File: src/rtl/core/upx_pkg.sv
// shared types and constants of the 2x upscaler
// no dependencies; used by every module of the block
package upx_pkg;

   // fixed field widths of the ports
   localparam int COORD_W     = 11;
   localparam int PIX_FIELD_W = 16;
   localparam int CFG_W       = 11;
   localparam int CSR_IDX_W   = 1;
   localparam int RSP_TDATA_W = 40;

   // register indexes
   localparam logic [CSR_IDX_W-1:0] CSR_IN_WIDTH  = 1'd0;
   localparam logic [CSR_IDX_W-1:0] CSR_IN_HEIGHT = 1'd1;

   // reset value of both dimension registers
   localparam logic [CFG_W-1:0] DIM_RESET = 11'd1024;

   // descriptor queue between front and back
   localparam int QUEUE_DEPTH = 4;
   localparam int QPTR_W      = 2;
   localparam int QCNT_W      = 3;

   // row or column slot around the base coordinate of a request
   typedef logic [1:0] upx_slot_type;
   localparam upx_slot_type SLOT_BEFORE = 2'd0;
   localparam upx_slot_type SLOT_AT     = 2'd1;
   localparam upx_slot_type SLOT_AFTER  = 2'd2;

   // classification of one request, handed from front to back
   typedef struct packed {
      logic               has_above;
      logic               has_left;
      logic               last_col;
      logic               last_row;
      logic [COORD_W-1:0] row2;
      logic [COORD_W-1:0] col2;
   } upx_tag_type;

   localparam int TAG_W = $bits(upx_tag_type);

   // queue status seen by the front
   typedef struct packed {
      logic full;
      logic empty;
   } upx_qstat_type;

endpackage

File: src/rtl/core/upx_back.sv
// back part: expands one descriptor into its output pixels, one per cycle while rsp_tready is high
// depends on upx_pkg
module upx_back
   import upx_pkg::*;
#(
   parameter int PIX_W = 16
) (
   input  logic                     clock,
   input  logic                     reset,
   input  logic                     head_valid,
   input  upx_tag_type              head_tag,
   input  logic [4*PIX_W-1:0]       head_pix,
   output logic                     pop,
   output logic                     rsp_tvalid,
   input  logic                     rsp_tready,
   output logic [RSP_TDATA_W-1:0]   rsp_tdata,
   output logic                     rsp_tlast
);

   localparam int PAD_W = RSP_TDATA_W - 2 * COORD_W - PIX_FIELD_W;

   logic               active_ff, active_in;
   upx_slot_type       rs_ff, rs_in, cs_ff, cs_in;
   upx_slot_type       start_rs, start_cs, last_rs, last_cs, cur_rs, cur_cs;
   logic               load, is_last;
   logic [PIX_W-1:0]   p, hmean, vmean, dmean, here, mid, value;
   logic [COORD_W-1:0] orow, ocol;

   logic                   valid_ff, valid_in;
   logic [COORD_W-1:0]     row_ff, col_ff;
   logic [PIX_W-1:0]       pix_ff;
   logic                   last_ff;

   assign {dmean, vmean, hmean, p} = head_pix;

   // slot walk: rows then columns within the request's window
   always_comb begin
      start_rs = head_tag.has_above ? SLOT_BEFORE : SLOT_AT;
      start_cs = head_tag.has_left ? SLOT_BEFORE : SLOT_AT;
      last_rs  = head_tag.last_row ? SLOT_AFTER : SLOT_AT;
      last_cs  = head_tag.last_col ? SLOT_AFTER : SLOT_AT;
      cur_rs   = active_ff ? rs_ff : start_rs;
      cur_cs   = active_ff ? cs_ff : start_cs;
      is_last  = (cur_rs == last_rs) && (cur_cs == last_cs);
      load     = head_valid && (!valid_ff || rsp_tready);
      pop      = load && is_last;
   end

   // value and coordinates of the current slot
   always_comb begin
      here  = (cur_rs == SLOT_BEFORE) ? vmean : p;
      mid   = (cur_rs == SLOT_BEFORE) ? dmean : hmean;
      value = (cur_cs == SLOT_BEFORE) ? mid : here;
      orow  = head_tag.row2 + COORD_W'(cur_rs) - COORD_W'(1);
      ocol  = head_tag.col2 + COORD_W'(cur_cs) - COORD_W'(1);
   end

   // next slot
   always_comb begin
      active_in = active_ff;
      rs_in     = rs_ff;
      cs_in     = cs_ff;
      if (load) begin
         active_in = !is_last;
         if (cur_cs == last_cs) begin
            rs_in = cur_rs + 1'b1;
            cs_in = start_cs;
         end else begin
            rs_in = cur_rs;
            cs_in = cur_cs + 1'b1;
         end
      end
   end

   assign valid_in = load ? 1'b1 : (rsp_tready ? 1'b0 : valid_ff);

   always_ff @(posedge clock) begin
      if (reset) begin
         active_ff <= 1'b0;
         rs_ff     <= SLOT_BEFORE;
         cs_ff     <= SLOT_BEFORE;
         valid_ff  <= 1'b0;
      end else begin
         active_ff <= active_in;
         rs_ff     <= rs_in;
         cs_ff     <= cs_in;
         valid_ff  <= valid_in;
      end
   end

   // output register
   always_ff @(posedge clock) begin
      if (load) begin
         row_ff  <= orow;
         col_ff  <= ocol;
         pix_ff  <= value;
         last_ff <= is_last;
      end
   end

   assign rsp_tvalid = valid_ff;
   assign rsp_tlast  = last_ff;
   assign rsp_tdata  = {PAD_W'(0), PIX_FIELD_W'(pix_ff), col_ff, row_ff};

endmodule

File: config.mk
export PLATFORM = sky130hd
export DESIGN_NAME = upx_back
export DESIGN_NICKNAME = d
export VERILOG_FILES = /design/src/rtl/core/upx_pkg.sv /design/src/rtl/core/upx_back.sv
export SDC_FILE = /design/constraint.sdc
export NUM_CORES = 1
export LEC_CHECK = 0
export ABC_AREA = 1
export BUFFER_PORTS_ARGS = -buffer_cell sky130_fd_sc_hd__clkbuf_2
export CORE_ASPECT_RATIO = 0.5
export CORE_MARGIN = 8
export CORE_UTILIZATION = 51
export DETAILED_ROUTE_END_ITERATION = 10
export PLACE_DENSITY = 0.85
export SLEW_MARGIN = 10
export SYNTH_ARGS = -nofsm -noshare
export SYNTH_HDL_FRONTEND = slang
export SYNTH_SLANG_ARGS = --single-unit
File: constraint.sdc
create_clock -name clock -period 6.65 [get_ports clock]
set_input_delay 0.665 -clock clock [delete_from_list [all_inputs] [get_ports clock]]
set_output_delay 0.665 -clock clock [all_outputs]
set_load 0.05 [all_outputs]
==> results.md, run 1 <==
* Max Clk Rate at 0.3953 GHz
* Sum Neg Setup Slack at 0 ns
* Arrival @ worst endpoint at 2.57 ns
* Htree depth at 2
* DRC at 0
* Crit-path max cell delay at 0.39 ns
* Hold Path Depth at 2
* Hold slack at 0.4875 ns
* Initial Utilization at 51.50%
* Clk_skew at 0.003883 ns
* Mux contribution to synthesized area at 0%
* Num rows at 20
* Vias in the first global route at 2811
* Cells after synthesis at 386
* Slew @ Worst Pin at 0.8601 ns
* Crit path kind: in -> reg
* Status: finished clean
* Tightest Hold Check Type: reg -> reg
* Post-Synth Simple-Gate Area at 20.52%
* DR vias at 3028
* Post-CTS Setup Bufs at 0
* Hpwl dp at 6.299 mm
* Unrepaired setup endpoints after global routing: false
* Most frequent CP cell: inv_1
* YS warnings at 0
* WL final at 7.974 mm
* Die area at 8871 um2
* Hold Vio Cnt, Final at 0
* Net Sw Power at 0.0003408 W
* Clk sinks at 45
* Cell Pwr Density at 236.7 nW/um2
* Synth cell types at 25
* Reg clk slew, reported paths at 0.06 ns
* Ant diodes at 0
* CP Cell Sequence: clkbuf_2, o21ai_0, inv_1, ha_1, inv_1, ha_1, inv_1, fa_1, o21ai_1, nand3_1, nand3_1, nand2_1
* # fillers at 501
* Io pins at 137
* Mean Syn Cell Area at 7.912 um2
* First DRT Iteration DRCs at 107
* Post-synthesis sequential area ratio at 42.28%
* CP startpoint kind: primary input
* Ys flop type: edfxtp_1
* Largest family of logic cells by synthesized area: simple AND/OR/NAND/NOR gates
* TritonCTS buffer count at 5
* Seq pwr share at 39.1%
* Max-cap violations at 0
* Tcrit/Tclk final at 38.04%
* CTS Buffer Depth at 2
* Final min period at 2.530 ns
* CP max stage cell: fa_1
* IO Port Bufs at 134
* Ratio of cells with drive above 1 in the final layout at 28.60%
* Internal power at 0.0005896 W
* Xor/xnor share of the synthesized area at 2.868%
* Maximum VDD drop at 0.0001098 V
* Wire per inst at 13.33 um
* Final nets at 640
* First-pass GRT wire length at 13.12 mm
* Placer Congestion at 0.8642
* Post-Synth Adder-Cell Area at 11.14%
* Clock Tree Root: clkbuf_16
* Slew Limit Fails at 0
* Register Area at 1291 um2
* Worst R2R Path Depth at 11
* Static Leak at 2.143 nW
* Initial antenna violation count at 0
* Max-slew headroom at 42.60%
* Gate power share at 36.0%
* Worst reg-to-reg setup slack at 4.15 ns
* Sw frac at 36.63%
* Core Box Area at 5931 um2
* Crit-path max FO at 3
* Hold_buf cts at 0
* Antenna Nets Post-Route at 0
* Endpoints failing setup at 0
* Layout area overhead at 28.72%
* Multi-input gate area in the final layout at 1451 um2
* Number of enable flip-flop cells after synthesis at 39
* Die height at 70.72 um
* Via density at 5.064
* Clk_lat worst skew at 0.28 ns
* CTS tree: done
* Worst path required time at 6.69 ns
* Clock power frac at 24.9%
* Synth Area in Compound Gates at 12.74%
* Post-Syn Area at 3054 um2
* CTS resizes at 0
* Total GRT Usage at 17.72%
* CP Capture Type: flip-flop
* Yosys reg bits at 45
* 1st-pass router iterations at 5
* Width of the die at 125.4 um
* Maximum number of pins on one net before global-route repair at 47
* Async set-reset flop share out of synthesis at 0%
* Global route overflow at 0
==> cells by family after synthesis <==
logic type	after synthesis
flip-flops	45
AND/OR/NAND/NOR	151
buffers and inverters	82
adder cells (fa/ha/maj)	26
XOR/XNOR	10
other	1
AO/OA/AOI/OAI	71
==> metal layers <==
layer | wire length, um | track usage [%]
met5 | 0 | 0
met3 | 595 | 4.648
met2 | 3978 | 32.05
met4 | 79 | 4.144
met1 | 3321 | 20.68
==> sequential cells by signal (all words and copies together), names as in the netlist <==
signal	cells
active_ff	1
col_ff	11
cs_ff	2
pix_ff	16
row_ff	11
rs_ff	2
rsp_tlast	1
rsp_tvalid	1
==> critical path, delay by kind of cell <==
kind            cells  cell delay (ns)
compound gates      2             0.52
fa+ha+maj           3             0.77
buf+inv             4             0.33
simple gates        3             0.27
==> power by group through the flow <==
stage               Sequential, W  Combinational (W)  Clock (W)
floorplan                0.000475           0.000140          0
global placement         0.000368           0.000329          0
detailed placement       0.000370           0.000334          0
CTS                      0.000364           0.000336   0.000241
global route             0.000366           0.000368   0.000253
finish                   0.000364           0.000335   0.000232
==> synthesized netlist by cell type (all sizes together), types with 4 or more instances <==
master	number	share of area (%)
inv	71	8.7
o21ai	36	5.9
a21oi	13	2.1
edfxtp	39	38
o22ai	16	3.3
xor2	7	2.0
nand4	4	0.82
dfxtp	6	3.9
ha	24	9.8
clkbuf	8	0.98
nand3	24	4.3
nand2	79	10
o21bai	4	0.98
nor2	44	5.4
==> through the flow <==
step | total power [W] | worst slack, ns | instances | area, um2 | util (%)
final | 0.0009305 | 4.120 | 598 | 3931 | 66.29
after global routing | 0.0009869 | 3.906 | 598 | 3931 | 66.29
after CTS | 0.0009415 | 4.126 | 598 | 3931 | 66.29
after detailed placement | 0.0007039 | 3.854 | 590 | 3795 | 63.99
after global placement | 0.0006974 | 3.890 | 590 | 3795 | 63.99
after floorplan | 0.0006151 | 3.662 | 387 | 3058 | -
==> layout make-up <==
| cell class | count | share of cell area (%) |
|---|---|---|
| Clock inverter | 1 | 0.09548 |
| Sequential cell | 45 | 32.85 |
| Clock buffer | 7 | 3.374 |
| Inverter | 72 | 6.875 |
| Multi-Input combinational cell | 260 | 36.92 |
| Tap cell | 77 | 2.451 |
| Timing Repair Buffer | 136 | 17.44 |
==> worst paths after layout <==
kind                     start          to
hold reg to reg     rsp_tvalid  rsp_tvalid
hold / removal      rsp_tvalid  rsp_tvalid
setup reg to reg     active_ff   row_ff[9]
setup / recovery  head_tag[25]   row_ff[9]
==> cell usage in the layout (no fill, tap or decap), drive strengths merged, types with 3 or more instances in the layout <==
cell type,n
xnor2,3
nand2,79
a21oi,13
nand4,4
ha,24
o21ai,36
nand3,24
o21bai,4
xor2,7
edfxtp,39
inv,71
o22ai,16
clkbuf,141
nor2,44
dfxtp,6
Note: power is estimated with default switching activity, not from simulation.
==> run 2: changes to the inputs <==
--- a/config.mk
+++ b/config.mk
@@ -5,13 +5,13 @@
 export SDC_FILE = /design/constraint.sdc
 export NUM_CORES = 1
 export LEC_CHECK = 0
-export ABC_AREA = 1
+export ABC_AREA = 0
 export BUFFER_PORTS_ARGS = -buffer_cell sky130_fd_sc_hd__clkbuf_2
 export CORE_ASPECT_RATIO = 0.5
 export CORE_MARGIN = 8
-export CORE_UTILIZATION = 51
+export CORE_UTILIZATION = 47
 export DETAILED_ROUTE_END_ITERATION = 10
-export PLACE_DENSITY = 0.85
+export PLACE_DENSITY = 0.8
 export SLEW_MARGIN = 10
 export SYNTH_ARGS = -nofsm -noshare
 export SYNTH_HDL_FRONTEND = slang
==> constraint.sdc (replaced) <==
create_clock -name clock -period 2.4 [get_ports clock]
set_input_delay 0.24 -clock clock [delete_from_list [all_inputs] [get_ports clock]]
set_output_delay 0.24 -clock clock [all_outputs]
set_load 0.05 [all_outputs]
==> run 2 against run 1 <==
Compared with the run above: the flow now finishes with violations (setup timing); die area up 3.0%; clock power rose to 2.8 times the previous value; total power rose to 2.8 times the previous value; first-iteration DRC count up 23%; critical path depth down 1; core utilization up 0.31 points; via count down 19%; sequential power rose to 2.8 times the previous value; non-clock buffer count up 17; worst hold slack worse by 0.30 ns; combinational power rose to 2.9 times the previous value; largest cell class unchanged.
==> results.md, run 2 <==
* Status: finished, violations left
* Failing checks: setup timing
* IO Port Bufs at 134 (unchanged)
* Width of the die at 127.5 um (+1.6%)
* Initial Utilization at 48.40% (-3.1 points)
* Layout area overhead at 37.59%
* Hpwl dp at 6.293 mm (about the same)
* Tightest Hold Check Type: in -> reg
* Clk sinks at 45 (unchanged)
* Synth area leaders: edfxtp_1, mux4_2, ha_1
* Most frequent cells in the layout: clkbuf_2, edfxtp_1, inv_1
* Arrival @ worst endpoint at 2.67 ns (+0.10 ns)
* TritonCTS buffer count at 5 (unchanged)
* Htree depth at 2 (unchanged)
* Total GRT Usage at 15.94% (-1.8 points)
* Tcrit/Tclk final at 109.9%
* CTS Buffer Depth at 2 (unchanged)
* Cell Pwr Density at 653.2 nW/um2 (+180%)
* Maximum number of pins on one net before global-route repair at 23 (-51%)
* Slew Limit Fails at 0 (unchanged)
* Die area at 9141 um2 (+3.0%)
* Crit path kind: reg -> reg
* Unrepaired setup endpoints after global routing: true
* Yosys reg bits at 45 (unchanged)
* YS warnings at 0 (unchanged)
* Static Leak at 1.900 nW (-11%)
* Clk_lat worst skew at 0.28 ns (about the same)
* Clk_skew at 0.005333 ns (+0.001450 ns)
* Slew @ Worst Pin at 0.7947 ns (-0.06536 ns)
* Biggest register: pix_ff
* Hold Vio Cnt, Final at 0 (unchanged)
* Cells after synthesis at 238 (-38%)
* Endpoints failing setup at 2 (+2)
* First DRT Iteration DRCs at 132 (+23%)
* First-pass GRT wire length at 12.05 mm (-8.2%)
* Cells after DPL at 464 (-21%)
* Worst setup margin at -0.2378 ns (-4.358 ns)
* Ratio of cells with drive above 1 in the final layout at 50.51% (+22 points)
* Reg clk slew, reported paths at 0.06 ns (about the same)
* Via density at 5.098 (+0.68%)
* DR vias at 2447 (-19%)
* Max reg flops at 16 (unchanged)
* Ant diodes at 0 (unchanged)
* Num rows at 20 (unchanged)
* Wire per inst at 16.32 um (+22%)
* Clock Tree Root: clkbuf_16
* WL final at 7.834 mm (-1.8%)
* Number of enable flip-flop cells after synthesis at 39 (unchanged)
* Fin area at 4016 um2 (+2.2%)
* Synth cell count leaders: edfxtp_1, inv_1, ha_1
* CP startpoint kind: flip-flop
* Mean Syn Cell Area at 12.26 um2 (+55%)
* Final nets at 511 (-20%)
* Top Registers: pix_ff x16, col_ff x11, row_ff x11
* Final cell count without fillers at 480 (-20%)
* Max-slew headroom at 46.96% (+4.4 points)
* Maximum VDD drop at 0.0002759 V (+150%)
* CTS tree: done
* DRC at 0 (unchanged)
* Synth cell types at 46 (+84%)
* Die height at 71.73 um (+1.4%)
* CP Capture Type: flip-flop
* Antenna Nets Post-Route at 0 (unchanged)
* Biggest area consumer among synthesized cells: edfxtp_1
* Ys flop type: edfxtp_1
* Placer Congestion at 0.9689 (+12%)
* Sum Neg Setup Slack at -0.2452 ns (-0.2452 ns)
* Crit-path max FO at 6 (+3)
* Io pins at 137 (unchanged)
* Vias in the first global route at 2576 (-8.4%)
* Max Clk Rate at 0.3791 GHz
* Power consumption at 0.002623 W (+180%)
* Utilization after layout at 66.60% (+0.31 points)
* Post-synthesis sequential area ratio at 44.23% (+2.0 points)
* Area after DPL at 3762 um2 (-0.86%)
* Initial antenna violation count at 0 (unchanged)
* Core Box Area at 6031 um2 (+1.7%)
* Global route overflow at 0 (unchanged)
* Commonest non-fill, non-tap cell in the layout: clkbuf_2
* Worst path required time at 2.43 ns (-4.26 ns)
* Post-Syn Area at 2919 um2 (-4.4%)
* Max-cap violations at 0 (unchanged)
* Share of the synthesized area in the top cell type at 40.12% (+1.8 points)
* Final min period at 2.638 ns
* Async set-reset flop share out of synthesis at 0% (unchanged)
* 1st-pass router iterations at 4 (-1)
-- run 2: critical path: stages, from the launching register on --
cell and delay, ns:
dfxtp_4 0.37, clkinv_4 0.07, mux2i_4 0.23, ha_2 0.20, inv_2 0.04, ha_4 0.15
fa_2 0.34, a21oi_2 0.18, o211ai_1 0.16, nor3_1 0.28, o21bai_1 0.18, xor2_1 0.18
-- run 2: metrics by stage --
step                      hold WS (ns)  setup slack [ns]
after floorplan                 0.3091           0.01173
after global placement          0.4708          -0.04531
after detailed placement        0.4828           -0.1970
after CTS                       0.1900          0.001602
after global routing            0.1927           -0.3696
final                           0.1919           -0.2378
-- run 2: area by class of cell --
class                           instances  area, um2
Multi-Input combinational cell        146       1491
Timing Repair Buffer                  153      828.3
Clock buffer                            7      132.6
Fill cell                             447       2014
Tap cell                               88      110.1
Inverter                               40      155.1
Sequential cell                        45       1295
Clock inverter                          1      3.754
-- run 2: cell families (layout without fill, tap and decap cells) --
kind of cell	after synthesis	in the layout	synth area share (%)
fa+ha+maj	26	26	11.66
compound gates	44	44	11.57
flops	45	45	44.23
xor+xnor	18	18	5.401
other cells	1	2	0.1285
buf+inv	48	201	6.644
mux	18	18	13.03
simple gates	38	38	7.330
-- run 2: final timing paths --
check	endpoint	slack (ns)	startpoint	cells past startpoint
min reg2reg	rs_ff[0]	0.49	rs_ff[0]	2
min	rsp_tvalid	0.19	head_valid	3
max reg2reg	col_ff[9]	-0.24	active_ff	11
max	col_ff[9]	-0.24	active_ff	11
-- run 2: what timing repair did --
item                                    4_1_cts  5_1_grt
setup buffers                                 3        6
hold buffers                                  0        0
pin swaps                                     7       11
endpoints found under the setup margin        5        6
gates resized for setup                      10        9
-- run 2: where the power goes --
part,switching [W],leakage (nW),internal [W]
Clock,0.000264,0.0655,0.000383
Combinational,0.000600,1.41,0.000367
Sequential,0.0000330,0.428,0.000977
Total,0.000896,1.90,0.00173
-- run 2: layer usage --
layer	track usage [%]	vias to the layer above	wire length, um
li1	-	1174	-
met1	17.13	1161	2899
met2	30.54	95	4238
met3	3.849	17	566
met4	4.837	0	129
met5	0	-	0
