`config.mk`:
```
export PLATFORM = sky130hd
export DESIGN_NAME = upx_queue
export DESIGN_NICKNAME = d
export VERILOG_FILES = /design/src/rtl/core/upx_pkg.sv /design/src/rtl/core/upx_queue.sv
export SDC_FILE = /design/constraint.sdc
export NUM_CORES = 1
export LEC_CHECK = 0
export BUFFER_PORTS_ARGS = -buffer_cell sky130_fd_sc_hd__buf_2
export CAP_MARGIN = 20
export CORE_MARGIN = 10
export CORE_UTILIZATION = 59
export CTS_BUF_LIST = sky130_fd_sc_hd__clkbuf_8
export DETAILED_ROUTE_END_ITERATION = 7
export MAX_ROUTING_LAYER = met4
export PLACE_DENSITY_LB_ADDON = 0.05
export SLEW_MARGIN = 5
export SYNTH_ARGS = -nofsm -noshare
export SYNTH_HDL_FRONTEND = slang
export SYNTH_SLANG_ARGS = --single-unit
```
`constraint.sdc`:
```
create_clock -name clock -period 2.75 [get_ports clock]
set_input_delay 0.1375 -clock clock [delete_from_list [all_inputs] [get_ports clock]]
set_output_delay 0.1375 -clock clock [all_outputs]
set_load 0.005 [all_outputs]
```
`src/rtl/core/upx_pkg.sv`:
```
// shared types and constants of the 2x upscaler
// no dependencies; used by every module of the block
package upx_pkg;

   // fixed field widths of the ports
   localparam int COORD_W     = 11;
   localparam int PIX_FIELD_W = 16;
   localparam int CFG_W       = 11;
   localparam int CSR_IDX_W   = 1;
   localparam int RSP_TDATA_W = 40;

   // register indexes
   localparam logic [CSR_IDX_W-1:0] CSR_IN_WIDTH  = 1'd0;
   localparam logic [CSR_IDX_W-1:0] CSR_IN_HEIGHT = 1'd1;

   // reset value of both dimension registers
   localparam logic [CFG_W-1:0] DIM_RESET = 11'd1024;

   // descriptor queue between front and back
   localparam int QUEUE_DEPTH = 4;
   localparam int QPTR_W      = 2;
   localparam int QCNT_W      = 3;

   // row or column slot around the base coordinate of a request
   typedef logic [1:0] upx_slot_type;
   localparam upx_slot_type SLOT_BEFORE = 2'd0;
   localparam upx_slot_type SLOT_AT     = 2'd1;
   localparam upx_slot_type SLOT_AFTER  = 2'd2;

   // classification of one request, handed from front to back
   typedef struct packed {
      logic               has_above;
      logic               has_left;
      logic               last_col;
      logic               last_row;
      logic [COORD_W-1:0] row2;
      logic [COORD_W-1:0] col2;
   } upx_tag_type;

   localparam int TAG_W = $bits(upx_tag_type);

   // queue status seen by the front
   typedef struct packed {
      logic full;
      logic empty;
   } upx_qstat_type;

endpackage

```
`src/rtl/core/upx_queue.sv`:
```
// short descriptor queue between the front and back parts
// depends on upx_pkg
module upx_queue
   import upx_pkg::*;
#(
   parameter int DATA_W = 64
) (
   input  logic              clock,
   input  logic              reset,
   input  logic              push,
   input  logic [DATA_W-1:0] push_data,
   input  logic              pop,
   output logic [DATA_W-1:0] head_data,
   output upx_qstat_type     stat
);

   logic [DATA_W-1:0] slot_ff [QUEUE_DEPTH];
   logic [QPTR_W-1:0] wr_ptr_ff, wr_ptr_in;
   logic [QPTR_W-1:0] rd_ptr_ff, rd_ptr_in;
   logic [QCNT_W-1:0] count_ff, count_in;

   // status
   assign stat.full  = (count_ff == QCNT_W'(QUEUE_DEPTH));
   assign stat.empty = (count_ff == '0);
   assign head_data  = slot_ff[rd_ptr_ff];

   // pointer and fill count update
   always_comb begin
      wr_ptr_in = push ? wr_ptr_ff + 1'b1 : wr_ptr_ff;
      rd_ptr_in = pop ? rd_ptr_ff + 1'b1 : rd_ptr_ff;
      count_in  = count_ff;
      if (push && !pop) begin
         count_in = count_ff + 1'b1;
      end else if (pop && !push) begin
         count_in = count_ff - 1'b1;
      end
   end

   always_ff @(posedge clock) begin
      if (reset) begin
         wr_ptr_ff <= '0;
         rd_ptr_ff <= '0;
         count_ff  <= '0;
      end else begin
         wr_ptr_ff <= wr_ptr_in;
         rd_ptr_ff <= rd_ptr_in;
         count_ff  <= count_in;
      end
   end

   // entry storage
   always_ff @(posedge clock) begin
      if (push) begin
         slot_ff[wr_ptr_ff] <= push_data;
      end
   end

endmodule

```
==> summary.md, run 1 <==
| Metric | Value |
|---|---|
| Synth-to-layout area growth | 24.1% |
| Root Buffer | clkbuf_8 |
| FF-to-FF path depth | 4 |
| Total track usage | 0.175 |
| PwrDens | 699 nW/um^2 |
| Number of global-route vias before repair | 5255 |
| Yosys reg bits | 265 |
| Mapped Avg Cell Area | 25.8 sq um |
| Synth warnings | 0 |
| Critical path depth in cells | 3 |
| Critical Path Start Type | flop |
| Buf/Inv on CP | 2 |
| CP Cell Sequence | buf_12, mux4_1, buf_2 |
| Die Area | 22000 sq um |
| CP top delay family | multiplexers |
| Net count reported at finish | 691 |
| Antenna viol nets, final | 0 |
| Max-slew headroom | 0.672 |
| Hold Crit Class | in -> reg |
| Leak pwr | 4.24 nW |
| Max-slew violation count | 0 |
| Maximum capacitance violations | 0 |
| Initial DRC Count | between 200 and 250 |
| Worst-Margin Slew | 491 ps |
| Post-DR wirelength/cell | 21.2 microns |
| Drt pass-1 iters | 5 |
| Core Area | 16100 sq um |
| Critical path type | reg -> out |
| Sequential fraction of the synthesis area | 0.808 |
| Grt ovf | 0 |
| Number of setup violations in the final report | 0 |
| DPL Wire Length | between 10 and 15 mm |
| Syn nets | 452 |
| Initial antenna violation count | 1 |
| DRC violations left | 0 |
| H-tree Lvls | 2 |
| VDD IR-drop max | 605 uV |
| Vias | 4637 |
| Clk sinks | ~270 |
| Yosys cell types | 23 |
| CP max stage cell | mux4_1 |
| Largest net degree at the start of global routing | 47 |
| CTS Buffer Depth | 3 |
| R2R Path Start | wr_ptr_ff[0]$_SDFFE_PP0P_ |
| Die width | about 150 microns |
| Cell row count | 46 |
| FF-to-FF End | slot_ff[2][23]$_DFFE_PP_ |
| Clock transition at path regs | 60 ps |
| Netlist Area Pre-Place | 9740 sq um |
| RSZ-0062 raised after global routing | no |
| Hold_ws | roughly 360 ps |
| Die Y | about 150 microns |
| Fin crit share | 0.823 |
| Worst path max stage delay | about 590 ps |
| Boundary Pins | 134 |
| Clock Latency Late Sink | roughly 510 ps |
| Final setup TNS | 0 ps |
| Global-route wire length before repair | 28.9 mm |
| Post-Route WL | 18.3 mm |
| Initial Util | 0.607 |
| Port Buffers | roughly 130 |
| R2R setup slack | roughly 1100 ps |
| PostCTS Resize Cnt | 0 |
| CP arrival | 2130 ps |
| F_max | ~440 MHz |
| Layout cell share with drive strength beyond 1 | 0.396 |
| Worst setup endpoint | head_data[63] |
| Vias per cell | 5.37 |
| Crit. End Element | output port |
| Hold Fails Final Rpt | 0 |
| Tmin final | 2260 ps |
| # fillers | 932 |
| CP max FO | 26 |
| Critical path required time | 2610 ps |
| CTS Buf Count | 42 |
| Post-Syn Instances | 378 |
| GP Congestion | around 0.68 |
| TritonCTS clock tree | done |
| Status | completed |
| Final Skew | around 12 ps |
==> how the worst min path moves through the flow <==
stage	startpoint	to	slack (ps)	depth (start not counted)
global route	push_data[55]	slot_ff[3][55]$_DFFE_PP_	360	2
floorplan	push_data[0]	slot_ff[0][0]$_DFFE_PP_	240	0
detailed placement	push_data[54]	slot_ff[3][54]$_DFFE_PP_	350	1
global placement	push_data[36]	slot_ff[0][36]$_DFFE_PP_	340	1
finish	push_data[36]	slot_ff[1][36]$_DFFE_PP_	360	2
CTS	push_data[36]	slot_ff[1][36]$_DFFE_PP_	330	2
==> report_power, final <==
part	internal (mW)	total (mW)	leakage, nW	switching [mW]
combinational	0.462	0.856	1.37	0.394
sequential	4.64	4.71	2.43	0.0755
clock	1.50	2.88	0.444	1.38
==> Yosys cell counts <==
cell / number / area (sq um)
edfxtp_1: 256 / 7690
mux4_2: 60 / 1350
dfxtp_1: 9 / 180
nor2_1: 7 / 26.3
buf_12: 6 / 120
buf_2: 6 / 30.0
ha_1: 5 / 62.6
and2_1: 4 / 25.0
inv_1: 4 / 15.0
mux4_1: 4 / 105
xor2_1: 3 / 26.3
mux2i_1: 2 / 20.0
xnor2_1: 2 / 17.5
a21oi_1: 1 / 5.00
buf_6: 1 / 11.3
clkbuf_1: 1 / 3.75
clkbuf_2: 1 / 5.00
fa_1: 1 / 20.0
nand2_1: 1 / 3.75
nor3_1: 1 / 5.00
nor3b_1: 1 / 7.51
o21ai_0: 1 / 5.00
or3_1: 1 / 6.26
==> sequential cells by signal, indices dropped and copies added (netlist names), named ones only <==
signal,cells
rd_ptr_ff,2
slot_ff,256
wr_ptr_ff,2
count_ff,3
==> final cells by class <==
class	count	area, sq um	share of cell area
well taps	216	270	0.0224
inverters	4	15.0	0.00124
clock inverters	29	116	0.00963
multi-input cells	94	1700	0.140
flip-flops and latches	265	7880	0.652
repair buffers	210	1490	0.123
diodes	1	2.50	0.000207
clock buffers	45	619	0.0513
==> logic make-up (layout without fill, tap and decap cells) <==
family,after synthesis,in the layout,share of synthesized area
AO/OA/AOI/OAI,2,2,0.00103
adder cells (fa/ha/maj),6,6,0.00848
XOR/XNOR,5,5,0.00450
multiplexers,66,66,0.152
buffers and inverters,19,288,0.0190
other,0,1,0
AND/OR/NAND/NOR,15,15,0.00758
flip-flops,265,265,0.808
==> timing repair <==
| item | in CTS | in global routing |
|---|---|---|
| hold buffers | 68 | 0 |
| endpoints found under the hold margin | 265 | 0 |
| buffers inserted | 0 | 0 |
==> through the flow <==
stage	worst slack (ps)	util	area, sq um	total power [mW]	cells
after global routing	329	0.753	12100	8.83	864
final	487	0.753	12100	8.45	864
after CTS	416	0.752	12100	8.55	863
after global placement	1000	0.664	10700	5.57	721
after floorplan	274	-	9740	5.25	378
after detailed placement	981	0.664	10700	5.60	721
==> layout by cell type (no fill, tap or decap), types with 2 or more instances in the layout <==
cell type	count
and2_4	4
edfxtp_1	256
mux4_1	4
mux4_2	60
ha_1	5
mux2i_1	2
clkinv_2	2
dfxtp_1	7
inv_1	22
xor2_1	3
clkbuf_8	45
dlygate4sd3_1	68
nor2_1	7
buf_4	3
xnor2_1	2
clkinv_1	8
buf_2	133
dfxtp_4	2
buf_12	6
==> routing by layer <==
layer,part of all wire,wire [microns],global-route usage,vias to the layer above
li1,-,-,-,2092
met1,0.39,7070,0.206,2394
met5,0,0,-,-
met3,0.069,1250,0.0510,11
met2,0.54,9790,0.290,140
met4,0.0089,163,0.0476,0
No activity file was read; power rests on OpenSTA's default activity.
==> run 2: changes to the inputs <==
--- a/config.mk
+++ b/config.mk
@@ -5,6 +5,7 @@
 export SDC_FILE = /design/constraint.sdc
 export NUM_CORES = 1
 export LEC_CHECK = 0
+export ABC_AREA = 1
 export BUFFER_PORTS_ARGS = -buffer_cell sky130_fd_sc_hd__buf_2
 export CAP_MARGIN = 20
 export CORE_MARGIN = 10
==> constraint.sdc (replaced) <==
create_clock -name clock -period 2.3 [get_ports clock]
set_input_delay 0.115 -clock clock [delete_from_list [all_inputs] [get_ports clock]]
set_output_delay 0.115 -clock clock [all_outputs]
set_load 0.005 [all_outputs]
==> run 2 against run 1 <==
Against the previous run:
- critical path type unchanged
- total power is 17% higher
- synthesized cell count is 79% higher
- setup slack worse by 310 ps
- final area is 0.89% higher
- sequential cell count stayed put
- clock power is 14% higher
- routed wire length is 20% higher
- critical path depth is 1 higher
- global-route usage is 2.6 points higher
==> summary.md, run 2 <==
| Metric | Value |
|---|---|
| FF-to-FF End | slot_ff[1][46]$_DFFE_PP_ (was slot_ff[2][23]$_DFFE_PP_) |
| Boundary Pins | 134 (unchanged) |
| Largest net degree at the start of global routing | 129 (was 47) |
| CP Cell Sequence | buf_12, o21ai_0, o22ai_1, buf_2 (was buf_12, mux4_1, buf_2) |
| Sequential fraction of the synthesis area | 0.791 (was 0.808) |
| R2R setup slack | 710 ps (was 1050 ps) |
| Yosys top cell area share | 0.773 (was 0.789) |
| CP top delay family | buffers and inverters (was multiplexers) |
| Clk sinks | 265 (unchanged) |
| DPL Wire Length | 12.8 mm (was 11.1 mm) |
| Worst Hold Path EP | count_ff[0]$_SDFFE_PP0P_ (was slot_ff[1][36]$_DFFE_PP_) |
| Initial antenna violation count | 1 (unchanged) |
| R2R Path Start | wr_ptr_ff[1]$_SDFFE_PP0P_ (was wr_ptr_ff[0]$_SDFFE_PP0P_) |
| Initial Util | 0.600 (was 0.607) |
| Hold Crit Class | in -> reg (unchanged) |
| Most common cell in the netlist | edfxtp_1 (unchanged) |
| Die Area | 22500 sq um (was 22000 sq um) |
| Critical path required time | 2180 ps (was 2610 ps) |
| Max-slew headroom | 0.642 (was 0.672) |
| Net count reported at finish | 969 (was 691) |
| Grt ovf | 0 (unchanged) |
| Number of setup violations in the final report | 0 (unchanged) |
| Top post-synthesis cells by count | 256 x edfxtp_1, 134 x nor2_1, 77 x o21ai_0 (was 256 x edfxtp_1, 60 x mux4_2, 9 x dfxtp_1) |
| Critical path type | reg -> out (unchanged) |
| Commonest non-fill, non-tap cell in the layout | edfxtp_1 (unchanged) |
| Worst-Margin Slew | 538 ps (was 491 ps) |
| Root Buffer | clkbuf_8 (unchanged) |
| Number of global-route vias before repair | 6582 (was 5255) |
| Drt pass-1 iters | 4 (was 5) |
| Clock transition at path regs | 60 ps (about the same) |
| Post-synth EDFFs | 256 (unchanged) |
| DRC violations left | 0 (unchanged) |
| Post-Syn Instances | 677 (was 378) |
| Critical Path Start Type | flop (unchanged) |
| Mapped Avg Cell Area | 14.7 sq um (was 25.8 sq um) |
| Syn nets | 751 (was 452) |
| Global-route wire length before repair | 34.6 mm (was 28.9 mm) |
| Port Buffers | 133 (unchanged) |
| Post-DR wirelength/cell | 19.3 microns (was 21.2 microns) |
| Commonest cells after routing, fill and taps aside | 256 x edfxtp_1, 134 x nor2_1, 133 x buf_2, 77 x o21ai_0, 67 x dlygate4sd3_1 (was 256 x edfxtp_1, 133 x buf_2, 68 x dlygate4sd3_1, 60 x mux4_2, 45 x clkbuf_8) |
| CP max FO | 128 (was 26) |
| H-tree Lvls | 2 (unchanged) |
| RSZ-0062 raised after global routing | no (unchanged) |
| Final Skew | 11.1 ps (was 12.5 ps) |
| Hold_sp | reset (was push_data[36]) |
| Yosys reg bits | 265 (unchanged) |
| Synth-to-layout area growth | 22.6% (was 24.1%) |
| Clock Latency Late Sink | 530 ps (was 510 ps) |
| PwrDens | 811 nW/um^2 (was 699 nW/um^2) |
| Yosys cell types | 22 (was 23) |
| Antenna viol nets, final | 0 (unchanged) |
| Vias | 6299 (was 4637) |
| Status | completed (unchanged) |
| Most used DFF post-synth | edfxtp_1 (unchanged) |
| Vias per cell | 5.54 (was 5.37) |
| CTS Buf Count | 40 (was 42) |
| Top reg by flops | slot_ff (unchanged) |
| Initial DRC Count | 457 (was 233) |
| Core Area | 16600 sq um (was 16100 sq um) |
| Cell row count | 47 (was 46) |
| Hold depth | 3 (was 2) |
| TritonCTS clock tree | done (unchanged) |
| Fin cells | 1137 (was 864) |
| Tmin final | roughly 2100 ps |
| CP max stage cell | buf_12 (was mux4_1) |
| Fin crit share | 0.922 |
| Post-CTS Setup Bufs | 0 (unchanged) |
| Die width | 150 microns (was 148 microns) |
| Largest area contributor in the netlist | edfxtp_1 (unchanged) |
| Post-Route WL | 21.9 mm (was 18.3 mm) |
| Layout cell share with drive strength beyond 1 | 0.221 (was 0.396) |
| FF-to-FF path depth | 5 (was 4) |
| Buf/Inv on CP | 2 (unchanged) |
| Max-slew violation count | 0 (unchanged) |
| Leak pwr | 4.41 nW (was 4.24 nW) |
| Netlist Area Pre-Place | 9950 sq um (was 9740 sq um) |
| CTS Buffer Depth | 3 (unchanged) |
| Final setup TNS | 0 ps (unchanged) |
| Worst path max stage delay | 410 ps (was 590 ps) |
| Total track usage | 0.200 (was 0.175) |
| Hold Fails Final Rpt | 0 (unchanged) |
| Max FFs per register | 256 (unchanged) |
| Crit. End Element | output port (unchanged) |
| CP arrival | 2010 ps (was 2130 ps) |
| Biggest regs | slot_ff (256), count_ff (3) (unchanged) |
| Maximum capacitance violations | 0 (unchanged) |
| F_max | 471 MHz |
| Die Y | 150 microns (was 148 microns) |
| GP Congestion | 0.758 (was 0.679) |
| # fillers | 1117 (was 932) |
| VDD IR-drop max | 530 uV (was 605 uV) |
| Post-Place Cells | 1006 (was 721) |
| Most area-consuming cells after synthesis | edfxtp_1 77%, nor2_1 5.1%, o22ai_1 4.0%, o21ai_0 3.9%, o21ai_1 2.8% (was edfxtp_1 79%, mux4_2 14%, dfxtp_1 1.8%, buf_12 1.2%, mux4_1 1.1%) |
| Post-synthesis async set-or-reset flop share | 0 (unchanged) |
| Synth warnings | 0 (unchanged) |
run 2: cell types whose count changed in the layout (fill, tap and decap cells not counted), sizes merged, moves of 5 or more:
cell / change
o21ai: +132
nor2: +127
mux4: -64
o22ai: +64
inv: +9
buf: +8
nand2: +8
clkinv: -5
run 2: layout make-up:
| cell class | instances | area [sq um] | area share |
|---|---|---|---|
| well taps | 220 | 275 | 0.0226 |
| clock buffers | 41 | 564 | 0.0463 |
| clock inverters | 22 | 91.3 | 0.00749 |
| inverters | 17 | 66.3 | 0.00544 |
| multi-input cells | 354 | 1730 | 0.142 |
| repair buffers | 217 | 1590 | 0.130 |
| diodes | 1 | 2.50 | 0.000205 |
| flip-flops and latches | 265 | 7870 | 0.646 |
run 2: where the power goes:
| part | internal, mW | switching (mW) |
|---|---|---|
| clock network | 1.63 | 1.65 |
| registers | 5.52 | 0.0556 |
| logic | 0.415 | 0.610 |
| total | 7.56 | 2.32 |
run 2: cell families (layout without fill, tap and decap cells):
family,count (synthesis),after routing,share of synthesized area
DFF,265,265,0.791
AOI/OAI and AO/OA,200,200,0.109
and+or+nand+nor,147,147,0.0561
buffers and inverters,58,297,0.0351
adders and majority gates,6,6,0.00830
xor gates and xnor gates,1,1,0.000881
other,0,1,0
run 2: worst register-to-register path, delay by kind of cell, from the launching register on:
family,cells,cell delay [ps]
adders and majority gates,1,160
buffers and inverters,3,740
and+or+nand+nor,1,70
DFF,1,330
run 2: timing repair:
item / in CTS / in global routing
setup endpoints to repair: 0 / 0
endpoints found under the hold margin: 265 / 0
hold buffers: 67 / 0
resized for setup: 0 / 0
run 2: metrics by stage:
step	instance area (sq um)	setup WS [ps]	hold WS [ps]	utilization	total power, mW
finish	12200	179	288	0.735	9.88
global route	12200	67.7	277	0.735	10.3
CTS	12200	195	262	0.735	9.97
detailed placement	10900	713	294	0.655	6.62
global placement	10900	758	288	0.655	6.57
floorplan	9950	49.3	187	-	6.17
run 2: how the worst max path moves through the flow:
stage | to | slack, ps | depth (start not counted)
2_1_floorplan | slot_ff[2][0]$_DFFE_PP_ | 50 | 4
4_1_cts | head_data[20] | 200 | 5
5_1_grt | head_data[39] | 70 | 4
3_3_place_gp | slot_ff[1][49]$_DFFE_PP_ | 760 | 5
3_5_place_dp | slot_ff[1][49]$_DFFE_PP_ | 710 | 5
6_report | head_data[39] | 180 | 4
run 2: per-layer routing:
| layer | GRT usage | up-vias | wire length [microns] |
|---|---|---|---|
| li1 | - | 2977 | - |
| met1 | 0.254 | 3099 | 9290 |
| met2 | 0.324 | 194 | 10900 |
| met3 | 0.0429 | 29 | 1390 |
| met4 | 0.0530 | 0 | 313 |
| met5 | - | - | 0 |
